## src/design/cipid_pkg.sv

```systemverilog
// Shared types, codes and constants of the cascaded incremental PID motor controller.
package cipid_pkg;

    // Field and datapath widths.
    localparam int MOTOR_W  = 2;
    localparam int REF_W    = 20;
    localparam int ANGLE_W  = 32;
    localparam int SPEED_W  = 16;
    localparam int CMD_W    = 16;
    localparam int GAIN_W   = 16;
    localparam int LIM_W    = 15;
    localparam int GEAR_W   = 8;
    localparam int FRAC_W   = 10;
    localparam int SREF_W   = REF_W + GEAR_W;
    localparam int AERR_W   = 34;
    localparam int SERR_W   = 39;
    localparam int OUT_W    = 27;
    localparam int DIFF_W   = 48;
    localparam int CHUNK_W  = DIFF_W / 2;
    localparam int PROD_W   = CHUNK_W + GAIN_W + 2;
    localparam int ACC_W    = 64;
    localparam int CFG_IDX_W = 3;
    localparam int CFG_DATA_W = 16;

    // Parameter defaults.
    localparam int MOTOR_COUNT_DEF   = 4;
    localparam int CURRENT_LIMIT_DEF = 10000;
    localparam int GEAR_RATIO_DEF    = 36;

    // Register reset values.
    localparam logic [GAIN_W-1:0] ANGLE_KP_RST = 16'd5632;
    localparam logic [GAIN_W-1:0] ANGLE_KI_RST = 16'd358;
    localparam logic [GAIN_W-1:0] ANGLE_KD_RST = 16'd25600;
    localparam logic [GAIN_W-1:0] SPEED_KP_RST = 16'd2560;
    localparam logic [GAIN_W-1:0] SPEED_KI_RST = 16'd82;
    localparam logic [GAIN_W-1:0] SPEED_KD_RST = 16'd1024;
    localparam logic [LIM_W-1:0]  ANGLE_LIM_RST = 15'd15000;
    localparam logic [LIM_W-1:0]  SPEED_LIM_RST = 15'd4000;

    // Operation codes carried by each item.
    typedef enum logic [1:0] {
        OP_OFF      = 2'd0,
        OP_CURRENT  = 2'd1,
        OP_SPEED    = 2'd2,
        OP_POSITION = 2'd3
    } op_t;

    // Configuration register indexes.
    typedef enum logic [CFG_IDX_W-1:0] {
        CFG_ANGLE_KP  = 3'd0,
        CFG_ANGLE_KI  = 3'd1,
        CFG_ANGLE_KD  = 3'd2,
        CFG_SPEED_KP  = 3'd3,
        CFG_SPEED_KI  = 3'd4,
        CFG_SPEED_KD  = 3'd5,
        CFG_ANGLE_LIM = 3'd6,
        CFG_SPEED_LIM = 3'd7
    } cfg_reg_t;

    // Sequencer states.
    typedef enum logic [3:0] {
        ST_IDLE,
        ST_SCALE,
        ST_AERR,
        ST_SERR,
        ST_DIFF,
        ST_MLO,
        ST_MHI,
        ST_AHI,
        ST_RND,
        ST_ADDO,
        ST_CLMP,
        ST_WB,
        ST_EMIT
    } seq_state_t;

    // Which loop the shared unit is working on.
    typedef enum logic {
        LOOP_ANGLE,
        LOOP_SPEED
    } loop_t;

    // Which PID term is being multiplied.
    typedef enum logic [1:0] {
        TERM_P,
        TERM_I,
        TERM_D
    } term_t;

    // Operations of the shared multiply-accumulate unit.
    typedef enum logic [2:0] {
        MAC_HOLD,
        MAC_CLEAR,
        MAC_MUL_LO,
        MAC_MUL_HI,
        MAC_ADD_HI,
        MAC_ROUND,
        MAC_ADD_OUT,
        MAC_CLAMP
    } mac_op_t;

    typedef struct packed {
        mac_op_t            op;
        logic [GAIN_W-1:0]  gain;
        logic [LIM_W-1:0]   limit;
    } mac_ctrl_t;

    // Per-motor loop state: output in Q.10, errors as integers (angle) or Q.10 (speed).
    typedef struct packed {
        logic signed [OUT_W-1:0]  out;
        logic signed [AERR_W-1:0] e1;
        logic signed [AERR_W-1:0] e2;
    } angle_state_t;

    typedef struct packed {
        logic signed [OUT_W-1:0]  out;
        logic signed [SERR_W-1:0] e1;
        logic signed [SERR_W-1:0] e2;
    } speed_state_t;

    // Item payloads.
    typedef struct packed {
        logic [MOTOR_W-1:0]         motor_index;
        op_t                        operation;
        logic signed [REF_W-1:0]    reference;
        logic signed [ANGLE_W-1:0]  angle_feedback;
        logic signed [SPEED_W-1:0]  speed_feedback;
    } in_item_t;

    typedef struct packed {
        logic [MOTOR_W-1:0]       motor_index_out;
        logic signed [CMD_W-1:0]  current_command;
    } out_item_t;

endpackage

```

## src/design/cascaded_incremental_pid_motor_ctrl_core.sv

```systemverilog
// Top level of the cascaded position/speed incremental PID current controller.
//
// Use: each item on the in channel (in_valid/in_ready, in_data) names a motor,
// an operation and a reference with angle and speed feedback. One result item
// per input item leaves on the out channel (out_valid/out_ready, out_data)
// carrying the motor number and the current command. Gains and output limits
// are written through cfg_valid/cfg_ready with cfg_index and cfg_data; the
// user writes them only while the block is idle, which the block does not
// enforce. cfg_ready is always high.
// Timing: one item is worked on at a time. Position mode runs the angle loop
// and then the speed loop on the shared multiply-accumulate unit, speed mode
// the speed loop only. Each loop forms and multiplies its three gain terms,
// then rounds, adds, saturates and writes back the loop state.
// The result is registered; the next item is accepted while it still waits.
// If the receiver stalls, a finished result waits in the sequencer until the
// output register is free, and no further item is taken meanwhile.
// Reset loads the default gains and limits and clears all loop state.
module cascaded_incremental_pid_motor_ctrl_core
    import cipid_pkg::*;
#(
    parameter int MOTOR_COUNT   = MOTOR_COUNT_DEF,
    parameter int CURRENT_LIMIT = CURRENT_LIMIT_DEF,
    parameter int GEAR_RATIO    = GEAR_RATIO_DEF
)
(
    input  logic                  clk,
    input  logic                  rst_n,
    input  logic                  in_valid,
    output logic                  in_ready,
    input  in_item_t              in_data,
    output logic                  out_valid,
    input  logic                  out_ready,
    output out_item_t             out_data,
    input  logic                  cfg_valid,
    output logic                  cfg_ready,
    input  logic [CFG_IDX_W-1:0]  cfg_index,
    input  logic [CFG_DATA_W-1:0] cfg_data
);

    localparam int MEM_DEPTH = (MOTOR_COUNT < (1 << MOTOR_W)) ? MOTOR_COUNT : (1 << MOTOR_W);
    localparam int MEM_AW    = (MEM_DEPTH > 1) ? $clog2(MEM_DEPTH) : 1;
    localparam logic [GEAR_W-1:0]      GEAR_U = GEAR_W'(GEAR_RATIO);
    localparam logic signed [REF_W-1:0] CUR_HI = REF_W'(CURRENT_LIMIT);
    localparam logic signed [REF_W-1:0] CUR_LO = -CUR_HI;
    localparam logic [MOTOR_W:0]       MOTOR_LIM =
        (MOTOR_COUNT < (1 << MOTOR_W)) ? (MOTOR_W + 1)'(MOTOR_COUNT)
                                       : (MOTOR_W + 1)'(1 << MOTOR_W);

    // Configuration registers.
    logic [GAIN_W-1:0] angle_kp_reg, angle_ki_reg, angle_kd_reg;
    logic [GAIN_W-1:0] speed_kp_reg, speed_ki_reg, speed_kd_reg;
    logic [LIM_W-1:0]  angle_lim_reg, speed_lim_reg;

    // Sequencer and datapath registers.
    seq_state_t                state_reg, state_next;
    in_item_t                  item_reg, item_next;
    logic signed [SREF_W-1:0]  scaled_reg, scaled_next;
    logic signed [DIFF_W-1:0]  err_reg, err_next;
    logic signed [DIFF_W-1:0]  diff_reg, diff_next;
    loop_t                     loop_reg, loop_next;
    term_t                     term_reg, term_next;
    logic signed [CMD_W-1:0]   cmd_reg, cmd_next;
    logic                      out_valid_reg, out_valid_next;
    out_item_t                 out_data_reg, out_data_next;

    // Combinational helpers.
    mac_ctrl_t                 mac_ctrl;
    mac_op_t                   mac_op;
    logic signed [ACC_W-1:0]   acc;
    angle_state_t              angle_rd, angle_wd;
    speed_state_t              speed_rd, speed_wd;
    logic                      angle_we, speed_we;
    logic                      motor_ok;
    logic signed [SREF_W:0]    scale_prod;
    logic signed [REF_W-1:0]   cur_clamped;
    logic signed [AERR_W-1:0]  aerr_int;
    logic signed [SREF_W:0]    serr_int;
    logic signed [DIFF_W-1:0]  aerr_q;
    logic signed [DIFF_W-1:0]  serr_spd_q;
    logic signed [DIFF_W-1:0]  serr_pos_q;
    logic signed [OUT_W-1:0]   loop_out;
    logic signed [DIFF_W-1:0]  e1_q, e2_q;
    logic signed [CMD_W-1:0]   cmd_trunc;

    // Configuration writes.
    assign cfg_ready = 1'b1;

    always_ff @(posedge clk or negedge rst_n)
    begin
        if (!rst_n)
        begin
            angle_kp_reg  <= ANGLE_KP_RST;
            angle_ki_reg  <= ANGLE_KI_RST;
            angle_kd_reg  <= ANGLE_KD_RST;
            speed_kp_reg  <= SPEED_KP_RST;
            speed_ki_reg  <= SPEED_KI_RST;
            speed_kd_reg  <= SPEED_KD_RST;
            angle_lim_reg <= ANGLE_LIM_RST;
            speed_lim_reg <= SPEED_LIM_RST;
        end
        else if (cfg_valid)
        begin
            case (cfg_reg_t'(cfg_index))
                CFG_ANGLE_KP:  angle_kp_reg  <= cfg_data;
                CFG_ANGLE_KI:  angle_ki_reg  <= cfg_data;
                CFG_ANGLE_KD:  angle_kd_reg  <= cfg_data;
                CFG_SPEED_KP:  speed_kp_reg  <= cfg_data;
                CFG_SPEED_KI:  speed_ki_reg  <= cfg_data;
                CFG_SPEED_KD:  speed_kd_reg  <= cfg_data;
                CFG_ANGLE_LIM: angle_lim_reg <= cfg_data[LIM_W-1:0];
                CFG_SPEED_LIM: speed_lim_reg <= cfg_data[LIM_W-1:0];
                default:       angle_kp_reg  <= angle_kp_reg;
            endcase
        end
    end

    // Loop state storage.
    cipid_state_mem #(
        .DEPTH (MEM_DEPTH),
        .AW    (MEM_AW)
    ) u_state_mem (
        .clk      (clk),
        .rst_n    (rst_n),
        .addr     (item_reg.motor_index[MEM_AW-1:0]),
        .angle_rd (angle_rd),
        .speed_rd (speed_rd),
        .angle_we (angle_we),
        .angle_wd (angle_wd),
        .speed_we (speed_we),
        .speed_wd (speed_wd)
    );

    // Shared arithmetic unit.
    cipid_mac u_mac (
        .clk    (clk),
        .rst_n  (rst_n),
        .ctrl   (mac_ctrl),
        .diff   (diff_reg),
        .addend (loop_out),
        .acc    (acc)
    );

    // Reference scaling, current clamp and loop errors.
    assign motor_ok   = ({1'b0, item_reg.motor_index} < MOTOR_LIM);
    assign scale_prod = item_reg.reference * $signed({1'b0, GEAR_U});

    always_comb
    begin
        if (item_reg.reference > CUR_HI)
        begin
            cur_clamped = CUR_HI;
        end
        else if (item_reg.reference < CUR_LO)
        begin
            cur_clamped = CUR_LO;
        end
        else
        begin
            cur_clamped = item_reg.reference;
        end
    end

    assign aerr_int   = AERR_W'(scaled_reg) - AERR_W'(item_reg.angle_feedback);
    assign aerr_q     = {{(DIFF_W-AERR_W-FRAC_W){aerr_int[AERR_W-1]}}, aerr_int, {FRAC_W{1'b0}}};
    assign serr_int   = (SREF_W + 1)'(scaled_reg) - (SREF_W + 1)'(item_reg.speed_feedback);
    assign serr_spd_q = {{(DIFF_W-SREF_W-1-FRAC_W){serr_int[SREF_W]}}, serr_int, {FRAC_W{1'b0}}};
    assign serr_pos_q = DIFF_W'($signed(acc[OUT_W-1:0]))
                      - DIFF_W'($signed({item_reg.speed_feedback, {FRAC_W{1'b0}}}));

    // Previous errors of the active loop, aligned to Q.10.
    always_comb
    begin
        if (loop_reg == LOOP_ANGLE)
        begin
            loop_out = angle_rd.out;
            e1_q = {{(DIFF_W-AERR_W-FRAC_W){angle_rd.e1[AERR_W-1]}}, angle_rd.e1, {FRAC_W{1'b0}}};
            e2_q = {{(DIFF_W-AERR_W-FRAC_W){angle_rd.e2[AERR_W-1]}}, angle_rd.e2, {FRAC_W{1'b0}}};
        end
        else
        begin
            loop_out = speed_rd.out;
            e1_q = {{(DIFF_W-SERR_W){speed_rd.e1[SERR_W-1]}}, speed_rd.e1};
            e2_q = {{(DIFF_W-SERR_W){speed_rd.e2[SERR_W-1]}}, speed_rd.e2};
        end
    end

    // Speed loop output truncated toward zero to an integer.
    always_comb
    begin
        if (acc[OUT_W-1] && (acc[FRAC_W-1:0] != '0))
        begin
            cmd_trunc = acc[FRAC_W+CMD_W-1:FRAC_W] + CMD_W'(1);
        end
        else
        begin
            cmd_trunc = acc[FRAC_W+CMD_W-1:FRAC_W];
        end
    end

    // Operation, gain and limit for the shared unit.
    always_comb
    begin
        mac_ctrl.op   = mac_op;
        mac_ctrl.gain = angle_kp_reg;
        case ({loop_reg, term_reg})
            {LOOP_ANGLE, TERM_P}: mac_ctrl.gain = angle_kp_reg;
            {LOOP_ANGLE, TERM_I}: mac_ctrl.gain = angle_ki_reg;
            {LOOP_ANGLE, TERM_D}: mac_ctrl.gain = angle_kd_reg;
            {LOOP_SPEED, TERM_P}: mac_ctrl.gain = speed_kp_reg;
            {LOOP_SPEED, TERM_I}: mac_ctrl.gain = speed_ki_reg;
            {LOOP_SPEED, TERM_D}: mac_ctrl.gain = speed_kd_reg;
            default:              mac_ctrl.gain = '0;
        endcase
        mac_ctrl.limit = (loop_reg == LOOP_ANGLE) ? angle_lim_reg : speed_lim_reg;
    end

    // New loop state after saturation.
    assign angle_wd = '{out: acc[OUT_W-1:0], e1: err_reg[AERR_W+FRAC_W-1:FRAC_W],
                        e2: angle_rd.e1};
    assign speed_wd = '{out: acc[OUT_W-1:0], e1: err_reg[SERR_W-1:0], e2: speed_rd.e1};

    // Sequencer: next state and outputs.
    always_comb
    begin
        state_next     = state_reg;
        item_next      = item_reg;
        scaled_next    = scaled_reg;
        err_next       = err_reg;
        diff_next      = diff_reg;
        loop_next      = loop_reg;
        term_next      = term_reg;
        cmd_next       = cmd_reg;
        out_valid_next = out_valid_reg && !out_ready;
        out_data_next  = out_data_reg;
        in_ready       = 1'b0;
        mac_op         = MAC_HOLD;
        angle_we       = 1'b0;
        speed_we       = 1'b0;
        case (state_reg)
            ST_IDLE:
            begin
                in_ready = 1'b1;
                if (in_valid)
                begin
                    item_next  = in_data;
                    state_next = ST_SCALE;
                end
            end
            ST_SCALE:
            begin
                scaled_next = scale_prod[SREF_W-1:0];
                cmd_next    = '0;
                if (!motor_ok || (item_reg.operation == OP_OFF))
                begin
                    state_next = ST_EMIT;
                end
                else if (item_reg.operation == OP_CURRENT)
                begin
                    cmd_next   = cur_clamped[CMD_W-1:0];
                    state_next = ST_EMIT;
                end
                else if (item_reg.operation == OP_SPEED)
                begin
                    state_next = ST_SERR;
                end
                else
                begin
                    state_next = ST_AERR;
                end
            end
            ST_AERR:
            begin
                err_next   = aerr_q;
                loop_next  = LOOP_ANGLE;
                term_next  = TERM_P;
                mac_op     = MAC_CLEAR;
                state_next = ST_DIFF;
            end
            ST_SERR:
            begin
                err_next   = (item_reg.operation == OP_POSITION) ? serr_pos_q : serr_spd_q;
                loop_next  = LOOP_SPEED;
                term_next  = TERM_P;
                mac_op     = MAC_CLEAR;
                state_next = ST_DIFF;
            end
            ST_DIFF:
            begin
                case (term_reg)
                    TERM_P:  diff_next = err_reg - e1_q;
                    TERM_I:  diff_next = err_reg;
                    default: diff_next = err_reg - (e1_q <<< 1) + e2_q;
                endcase
                state_next = ST_MLO;
            end
            ST_MLO:
            begin
                mac_op     = MAC_MUL_LO;
                state_next = ST_MHI;
            end
            ST_MHI:
            begin
                mac_op     = MAC_MUL_HI;
                state_next = ST_AHI;
            end
            ST_AHI:
            begin
                mac_op = MAC_ADD_HI;
                case (term_reg)
                    TERM_P:
                    begin
                        term_next  = TERM_I;
                        state_next = ST_DIFF;
                    end
                    TERM_I:
                    begin
                        term_next  = TERM_D;
                        state_next = ST_DIFF;
                    end
                    default:
                    begin
                        state_next = ST_RND;
                    end
                endcase
            end
            ST_RND:
            begin
                mac_op     = MAC_ROUND;
                state_next = ST_ADDO;
            end
            ST_ADDO:
            begin
                mac_op     = MAC_ADD_OUT;
                state_next = ST_CLMP;
            end
            ST_CLMP:
            begin
                mac_op     = MAC_CLAMP;
                state_next = ST_WB;
            end
            ST_WB:
            begin
                if (loop_reg == LOOP_ANGLE)
                begin
                    angle_we   = 1'b1;
                    state_next = ST_SERR;
                end
                else
                begin
                    speed_we   = 1'b1;
                    cmd_next   = cmd_trunc;
                    state_next = ST_EMIT;
                end
            end
            ST_EMIT:
            begin
                if (!out_valid_reg || out_ready)
                begin
                    out_valid_next = 1'b1;
                    out_data_next  = '{motor_index_out: item_reg.motor_index,
                                       current_command: cmd_reg};
                    state_next     = ST_IDLE;
                end
            end
            default:
            begin
                state_next = ST_IDLE;
            end
        endcase
    end

    // Control registers.
    always_ff @(posedge clk or negedge rst_n)
    begin
        if (!rst_n)
        begin
            state_reg     <= ST_IDLE;
            loop_reg      <= LOOP_ANGLE;
            term_reg      <= TERM_P;
            out_valid_reg <= 1'b0;
        end
        else
        begin
            state_reg     <= state_next;
            loop_reg      <= loop_next;
            term_reg      <= term_next;
            out_valid_reg <= out_valid_next;
        end
    end

    // Payload registers.
    always_ff @(posedge clk)
    begin
        item_reg     <= item_next;
        scaled_reg   <= scaled_next;
        err_reg      <= err_next;
        diff_reg     <= diff_next;
        cmd_reg      <= cmd_next;
        out_data_reg <= out_data_next;
    end

    assign out_valid = out_valid_reg;
    assign out_data  = out_data_reg;

endmodule

```

## src/design/cipid_mac.sv

```systemverilog
// Shared multiply-accumulate, rounding and saturation unit of the PID loops.
module cipid_mac
    import cipid_pkg::*;
(
    input  logic                      clk,
    input  logic                      rst_n,
    input  mac_ctrl_t                 ctrl,
    input  logic signed [DIFF_W-1:0]  diff,
    input  logic signed [OUT_W-1:0]   addend,
    output logic signed [ACC_W-1:0]   acc
);

    localparam logic signed [ACC_W-1:0] ROUND_HALF = ACC_W'(1) <<< (FRAC_W - 1);

    logic signed [ACC_W-1:0]   acc_reg;
    logic signed [ACC_W-1:0]   acc_next;
    logic signed [PROD_W-1:0]  prod_reg;
    logic signed [PROD_W-1:0]  prod_next;
    logic signed [CHUNK_W:0]   chunk;
    logic signed [GAIN_W:0]    gain_s;
    logic signed [PROD_W-1:0]  prod_full;
    logic signed [ACC_W-1:0]   bound;

    // Pick the low (unsigned) or high (signed) half of the difference.
    always_comb
    begin
        if (ctrl.op == MAC_MUL_HI)
        begin
            chunk = {diff[DIFF_W-1], diff[DIFF_W-1:CHUNK_W]};
        end
        else
        begin
            chunk = {1'b0, diff[CHUNK_W-1:0]};
        end
    end

    assign gain_s    = {1'b0, ctrl.gain};
    assign prod_full = chunk * gain_s;
    assign bound     = {{(ACC_W-LIM_W-FRAC_W){1'b0}}, ctrl.limit, {FRAC_W{1'b0}}};

    // One operation per cycle on the accumulator.
    always_comb
    begin
        acc_next  = acc_reg;
        prod_next = prod_reg;
        case (ctrl.op)
            MAC_CLEAR:
            begin
                acc_next = '0;
            end
            MAC_MUL_LO:
            begin
                prod_next = prod_full;
            end
            MAC_MUL_HI:
            begin
                acc_next  = acc_reg + ACC_W'(prod_reg);
                prod_next = prod_full;
            end
            MAC_ADD_HI:
            begin
                acc_next = acc_reg + (ACC_W'(prod_reg) <<< CHUNK_W);
            end
            MAC_ROUND:
            begin
                acc_next = (acc_reg + ROUND_HALF) >>> FRAC_W;
            end
            MAC_ADD_OUT:
            begin
                acc_next = acc_reg + ACC_W'(addend);
            end
            MAC_CLAMP:
            begin
                if (acc_reg > bound)
                begin
                    acc_next = bound;
                end
                else if (acc_reg < -bound)
                begin
                    acc_next = -bound;
                end
            end
            default:
            begin
                acc_next = acc_reg;
            end
        endcase
    end

    always_ff @(posedge clk or negedge rst_n)
    begin
        if (!rst_n)
        begin
            acc_reg <= '0;
        end
        else
        begin
            acc_reg <= acc_next;
        end
    end

    always_ff @(posedge clk)
    begin
        prod_reg <= prod_next;
    end

    assign acc = acc_reg;

endmodule

```

## src/design/cipid_state_mem.sv

```systemverilog
// Per-motor state of the position and speed loops.
module cipid_state_mem
    import cipid_pkg::*;
#(
    parameter int DEPTH = MOTOR_COUNT_DEF,
    parameter int AW    = 2
)
(
    input  logic          clk,
    input  logic          rst_n,
    input  logic [AW-1:0] addr,
    output angle_state_t  angle_rd,
    output speed_state_t  speed_rd,
    input  logic          angle_we,
    input  angle_state_t  angle_wd,
    input  logic          speed_we,
    input  speed_state_t  speed_wd
);

    angle_state_t angle_mem [DEPTH];
    speed_state_t speed_mem [DEPTH];

    // Loop state starts from zero for every motor.
    always_ff @(posedge clk or negedge rst_n)
    begin
        if (!rst_n)
        begin
            for (int i = 0; i < DEPTH; i++)
            begin
                angle_mem[i] <= '0;
                speed_mem[i] <= '0;
            end
        end
        else
        begin
            if (angle_we)
            begin
                angle_mem[addr] <= angle_wd;
            end
            if (speed_we)
            begin
                speed_mem[addr] <= speed_wd;
            end
        end
    end

    assign angle_rd = angle_mem[addr];
    assign speed_rd = speed_mem[addr];

endmodule

```

## config.mk

```make
export PLATFORM = sky130hd
export DESIGN_NAME = cascaded_incremental_pid_motor_ctrl_core
export DESIGN_NICKNAME = d
export VERILOG_FILES = /design/src/design/cipid_pkg.sv /design/src/design/cascaded_incremental_pid_motor_ctrl_core.sv /design/src/design/cipid_mac.sv /design/src/design/cipid_state_mem.sv
export SDC_FILE = /design/constraint.sdc
export NUM_CORES = 2
export LEC_CHECK = 0
export ABC_AREA = 1
export BUFFER_PORTS_ARGS = -buffer_cell sky130_fd_sc_hd__buf_2
export CAP_MARGIN = 10
export CELL_PAD_IN_SITES_DETAIL_PLACEMENT = 1
export CELL_PAD_IN_SITES_GLOBAL_PLACEMENT = 1
export CORE_ASPECT_RATIO = 1.4
export CORE_MARGIN = 3
export CORE_UTILIZATION = 53
export CTS_BUF_LIST = sky130_fd_sc_hd__clkbuf_4
export CTS_CLUSTER_SIZE = 30
export DETAILED_ROUTE_END_ITERATION = 8
export PLACE_DENSITY = 0.95
export REMOVE_ABC_BUFFERS = 1
export SLEW_MARGIN = 20
export SYNTH_ARGS = -nofsm -noshare
export SYNTH_HDL_FRONTEND = slang
export SYNTH_SLANG_ARGS = --single-unit
export TNS_END_PERCENT = 5
```

## constraint.sdc

```tcl
create_clock -name clk -period 14.38 [get_ports clk]
set_clock_uncertainty 0.2 [all_clocks]
set_input_delay 1.438 -clock clk [delete_from_list [all_inputs] [get_ports clk]]
set_output_delay 1.438 -clock clk [all_outputs]
set_load 0.02 [all_outputs]
```

==> results of run 1 <==
[layer usage]
layer	overflow	track usage
met1	2	0.6212
met5	0	0.2008
met2	7	0.8569
met3	0	0.4044
met4	4	0.6754
[per-stage QoR]
step	util	hold WS (ns)	cell area, um2	cells
after detailed placement	0.5511	0.2633	98310	15064
after floorplan	-	0.2003	93590	12504
after global placement	0.5511	0.2533	98290	15064
after CTS	0.5747	0.009939	102500	15630
[Yosys cell counts (32+ instances only)]
master and instances:
sky130_fd_sc_hd__inv_1 2131, sky130_fd_sc_hd__a22oi_1 67, sky130_fd_sc_hd__a21o_1 47, sky130_fd_sc_hd__o22ai_1 150, sky130_fd_sc_hd__o211ai_1 46, sky130_fd_sc_hd__o21a_1 178
sky130_fd_sc_hd__xor2_1 66, sky130_fd_sc_hd__ha_1 478, sky130_fd_sc_hd__o2111ai_1 33, sky130_fd_sc_hd__fa_1 439, sky130_fd_sc_hd__nand4_1 135, sky130_fd_sc_hd__o21ai_0 1209
sky130_fd_sc_hd__dfrtp_1 960, sky130_fd_sc_hd__nor2_1 1010, sky130_fd_sc_hd__buf_1 46, sky130_fd_sc_hd__a21oi_1 529, sky130_fd_sc_hd__nor3_1 96, sky130_fd_sc_hd__xnor2_1 39
sky130_fd_sc_hd__edfxtp_1 264, sky130_fd_sc_hd__or2_2 35, sky130_fd_sc_hd__nand3b_1 38, sky130_fd_sc_hd__clkbuf_1 251, sky130_fd_sc_hd__a31oi_1 32, sky130_fd_sc_hd__nand3_1 620
sky130_fd_sc_hd__nand2_1 3554, sky130_fd_sc_hd__buf_2 127
[cells by family after synthesis]
| kind of cell | Yosys count |
|---|---|
| other | 1 |
| adders and majority gates | 917 |
| buffers and inverters | 2612 |
| muxes | 23 |
| and+or+nand+nor | 5566 |
| DFF | 1254 |
| xor gates and xnor gates | 105 |
| AOI/OAI and AO/OA | 2473 |
==> impl_metrics.csv, run 1 <==
group,metric,value,unit
synth,synth.area.mux_share,0.002541,
synth,yosysTopAreaCell,"sky130_fd_sc_hd__dfrtp_1",
clock_network,cts-root-buf,"sky130_fd_sc_hd__clkbuf_4",
clock_network,tritoncts.num_buffers,327,
synth,synth-compound-area-share,0.1478,
clock_network,cts.sink_count,1254,
synth,dominantRegCellSynth,"sky130_fd_sc_hd__dfrtp_1",
clock_network,cts_buffer_depth,4,
floorplanning,floorplan.rows,183,
synth,main_combinational_cell_family_by_area_after_synthesis,"simple AND/OR/NAND/NOR gates",
placed_design,hpwlAfterDp,338700,um
clock_network,cts_repair_resize_count,0,
clock_network,postCtsSetupRepairBufs,0,
run_status,run.stop_error,"[ERROR GRT-0232] Routing congestion too high. Check the congestion heatmap in the GUI.",
synth,post_synth_and_or_nand_nor_area_fraction,0.2373,
run_status,run_status,"aborted with a tool error",
floorplanning,die_y,508.4,um
grt,grt_antenna_before_repair,119,
grt,pin_count_of_the_biggest_net_entering_global_routing,181,
placed_design,post-place-ws,4.520,ns
synth,synth_top_area_frac,0.2514,
grt,grt-ovfl-total,13,
floorplanning,ioPinCount,117,
clock_network,cts_max_level,5,
synth,async_reset_ff_frac,0.7895,
synth,synth_seq_cells,1254,
synth,adder_and_majority_gate_portion_of_the_synthesized_area,0.1546,
run_status,stop_stage,"5_1_grt",
synth,post_synth.cell_area_avg,7.377,um2
synth,post_synth_instance_area,95540,um2
placed_design,place.gp.congestion,1.064,
synth,post_synth_xor_area_fraction,0.009625,
synth,synth_top_cells_by_area,"sky130_fd_sc_hd__dfrtp_1 (25%), sky130_fd_sc_hd__nand2_1 (14%), sky130_fd_sc_hd__fa_1 (9.2%)",
synth,postSynthCellCount,12951,
synth,post_synth_num_cell_types,68,
grt,gr-usage-all-layers,0.6374,
placed_design,buffer_ports.inserted,115,
synth,yosysSeqAreaShare,0.3427,
floorplanning,die-width,364.8,um
floorplanning,initial_core_utilization,0.5357,
synth,synth_edf_count,264,
clock_network,hold_buffers,0,
synth,yosysWarningCount,0,
==> inputs of run 2 (changes only) <==
--- a/config.mk
+++ b/config.mk
@@ -8,15 +8,10 @@
 export ABC_AREA = 1
 export BUFFER_PORTS_ARGS = -buffer_cell sky130_fd_sc_hd__buf_2
 export CAP_MARGIN = 10
-export CELL_PAD_IN_SITES_DETAIL_PLACEMENT = 1
-export CELL_PAD_IN_SITES_GLOBAL_PLACEMENT = 1
-export CORE_ASPECT_RATIO = 1.4
 export CORE_MARGIN = 3
-export CORE_UTILIZATION = 53
-export CTS_BUF_LIST = sky130_fd_sc_hd__clkbuf_4
-export CTS_CLUSTER_SIZE = 30
+export CORE_UTILIZATION = 40
 export DETAILED_ROUTE_END_ITERATION = 8
-export PLACE_DENSITY = 0.95
+export PLACE_DENSITY_LB_ADDON = 0.15
 export REMOVE_ABC_BUFFERS = 1
 export SLEW_MARGIN = 20
 export SYNTH_ARGS = -nofsm -noshare
==> run 2 against run 1 <==
  * The run now ends clean
  * Area after synthesis stayed put
  * Synthesized cell count stayed put
==> impl_metrics.csv, run 2 <==
group,metric,value,unit
clock_network,cts_max_level,4,
synth,post_synth.cell_area_avg,7.377,um2
grt,grt-ovfl-total,0,
route,wl,395600,um
timing,grt_setup_unrepaired,"no",
setup_path,arrival_time_worst_endpoint,9.98,ns
cells_and_area,areaGrowthSynthToFinish,9.398,%
hold_path,hold_critical_path_depth,0,
placed_design,hpwlAfterDp,302300,um
grt,gr-usage-all-layers,0.3183,
placed_design,placed_cells_incl_taps,15904,
synth,post_synth_instance_area,95540,um2
timing,timing.setup.tns,0,ns
route,drt_first_iter_violations,8929,
floorplanning,initial_core_utilization,0.4043,
timing,slew_headroom,0.1971,
setup_path,endpoint_kind,"flop",
route,vias_per_cell,5.520,
timing,slew_viol_final,0,
grt,pin_count_of_the_biggest_net_entering_global_routing,177,
hold_path,worst_hold_path_type,"flop to flop",
clock_network,tritoncts,"yes",
timing,tightestPinTransition,1.189,ns
floorplanning,coreArea,236300,um2
route,postRouteAntennaNets,0,
synth,post_synth_num_cell_types,68,
clock_network,cts_buffer_depth,3,
synth,async_reset_ff_frac,0.7895,
setup_path,r2r_setup_slack,4.75,ns
synth,synth_edf_count,264,
setup_path,crit_required,14.73,ns
timing,finalSetupViolations,0,
synth,post-synth-top-count-cell,"sky130_fd_sc_hd__nand2_1",
cells_and_area,post_route_cells_drive_above_1_share,0.05158,
synth,synth_top_cells_by_area,"sky130_fd_sc_hd__dfrtp_1 (25%), sky130_fd_sc_hd__nand2_1 (14%), sky130_fd_sc_hd__fa_1 (9.2%)",
placed_design,post-place-ws,4.683,ns
timing,final.period_utilization,0.6698,
clock_network,tritoncts.num_buffers,148,
floorplanning,die-width,494.7,um
cells_and_area,nets,13917,
route,detailroute.via_count,89310,
cells_and_area,final_core_utilization,0.4423,
synth,synth.cells.most_frequent,"sky130_fd_sc_hd__nand2_1 (3554), sky130_fd_sc_hd__inv_1 (2131), sky130_fd_sc_hd__o21ai_0 (1209), sky130_fd_sc_hd__nor2_1 (1010), sky130_fd_sc_hd__dfrtp_1 (960)",
setup_path,path_max_fanout,80,
floorplanning,die_area,244800,um2
synth,postSynthCellCount,12951,
clock_network,cts-root-buf,"sky130_fd_sc_hd__clkbuf_16",
timing,fmax,0.1038,GHz
cells_and_area,fin_cells,16180,
setup_path,worst_r2r_path_depth,25,
clock_network,hold_buffers,0,
synth,yosysSeqAreaShare,0.3427,
synth,yosysTopAreaCell,"sky130_fd_sc_hd__dfrtp_1",
grt,grt_antenna_before_repair,27,
synth,synth_top_area_frac,0.2514,
setup_path,worst-setup-path-type,"flop to flop",
grt,first_global_vias,86863,
cells_and_area,leading_cell_types_in_the_layout_fill_and_taps_excluded,"sky130_fd_sc_hd__nand2_1 (3546), sky130_fd_sc_hd__inv_1 (2127), sky130_fd_sc_hd__o21ai_0 (1195)",
clock_network,cts.clk_slew.worst_paths,0.06,ns
floorplanning,die_y,494.7,um
clock_network,cts.sink_count,1254,
run_status,run_status,"finished clean",
route,detail_route.first_pass.iterations,6,
hold_path,hold-path-endpoint,"out_data[3]",
cells_and_area,layout.cells.most_common,"sky130_fd_sc_hd__nand2_1",
clock_network,postCtsSetupRepairBufs,0,
flow_run,maxCapViolations,0,
placed_design,buffer_ports.inserted,115,
cells_and_area,largest_register_ffs,420,
setup_path,worst_r2r_startpoint,"loop_reg",
route,drc,0,
route,route.detailed.wl_per_inst,24.45,um
synth,yosysWarningCount,0,
timing,final.setup.worst_slack,4.749,ns
floorplanning,ioPinCount,117,
placed_design,place.gp.congestion,1.015,
floorplanning,floorplan.rows,178,
synth,dominantRegCellSynth,"sky130_fd_sc_hd__dfrtp_1",
clock_network,worst_skew_pair.late_latency,0.83,ns
clock_network,cts_repair_resize_count,0,
setup_path,regToRegEndpoint,"u_mac.prod_reg[37]",
timing,report.final.hold_viol_count,0,
setup_path,startpoint_type,"flop",
hold_path,worst_hold_startpoint,"cmd_reg[3]",
timing,period_minus_slack,9.631,ns
grt,wire_length_of_the_first_global_routing_pass,581600,um
synth,synth_seq_cells,1254,
run 2: cell type report:
type	count	area (um2)
repair buffers	250	1649
diodes	2	5.005
well taps	3150	3941
fillers	24282	131800
flip-flops and latches	1254	32740
clock buffers	207	4290
multi-input cells	9085	52870
inverters	2165	8160
clock inverters	67	858.3
run 2: worst max path at each step:
stage / from / endpoint / slack, ns / depth (start not counted)
CTS: loop_reg / u_mac.prod_reg[37] / 4.66 / 25
global route: loop_reg / u_mac.prod_reg[37] / 4.12 / 25
floorplan: item_reg[70] / u_state_mem.angle_mem[287] / 2.62 / 4
finish: loop_reg / u_mac.prod_reg[37] / 4.75 / 25
global placement: loop_reg / u_mac.prod_reg[37] / 4.84 / 25
detailed placement: loop_reg / u_mac.prod_reg[37] / 4.68 / 25
run 2: logic make-up (layout without fill, tap and decap cells):
| group | Yosys count | after routing | share of synthesized area |
|---|---|---|---|
| AOI/OAI and AO/OA | 2473 | 2473 | 0.1478 |
| xor gates and xnor gates | 105 | 105 | 0.009625 |
| buffers and inverters | 2612 | 2689 | 0.1055 |
| other | 1 | 3 | 0.00003925 |
| DFF | 1254 | 1254 | 0.3427 |
| and+or+nand+nor | 5566 | 5566 | 0.2373 |
| adders and majority gates | 917 | 917 | 0.1546 |
| muxes | 23 | 23 | 0.002541 |
run 2: layer usage:
metal,GRT usage,wire [um]
met1,0.4210,165900
met2,0.5170,182000
met3,0.04143,25550
met4,0.1504,21990
met5,0,95
run 2: metrics by stage:
step / instance area [um2] / hold WS [ns]
after global routing: 104500 / 0.2294
final: 104500 / 0.2174
after detailed placement: 99360 / 0.2059
after floorplan: 93590 / 0.2003
after global placement: 99350 / 0.2033
after CTS: 104500 / 0.2181
run 2: critical path, cell delays in order, from the launching register on:
cell and delay, ns:
sky130_fd_sc_hd__dfrtp_4 0.72, sky130_fd_sc_hd__inv_6 0.64, sky130_fd_sc_hd__nand3_2 0.52, sky130_fd_sc_hd__o21ai_0 0.39, sky130_fd_sc_hd__nor3_2 0.16, sky130_fd_sc_hd__inv_1 0.68, sky130_fd_sc_hd__nand2_1 0.25, sky130_fd_sc_hd__fa_1 0.78
sky130_fd_sc_hd__inv_1 0.14, sky130_fd_sc_hd__fa_1 0.89, sky130_fd_sc_hd__fa_1 0.51, sky130_fd_sc_hd__fa_1 0.48, sky130_fd_sc_hd__fa_1 0.55, sky130_fd_sc_hd__inv_1 0.05, sky130_fd_sc_hd__fa_1 0.53, sky130_fd_sc_hd__inv_1 0.04
sky130_fd_sc_hd__ha_1 0.41, sky130_fd_sc_hd__nand2_1 0.13, sky130_fd_sc_hd__nor2_1 0.19, sky130_fd_sc_hd__inv_1 0.10, sky130_fd_sc_hd__nor2_1 0.11, sky130_fd_sc_hd__inv_1 0.06, sky130_fd_sc_hd__nor4_1 0.30, sky130_fd_sc_hd__o21ai_0 0.20
sky130_fd_sc_hd__o2111ai_1 0.16, sky130_fd_sc_hd__xor2_1 0.11
Power of run 2 is left out: the tool's default activity adds up to more than one toggle a clock period on the data nets, which glitch-free logic cannot reach.
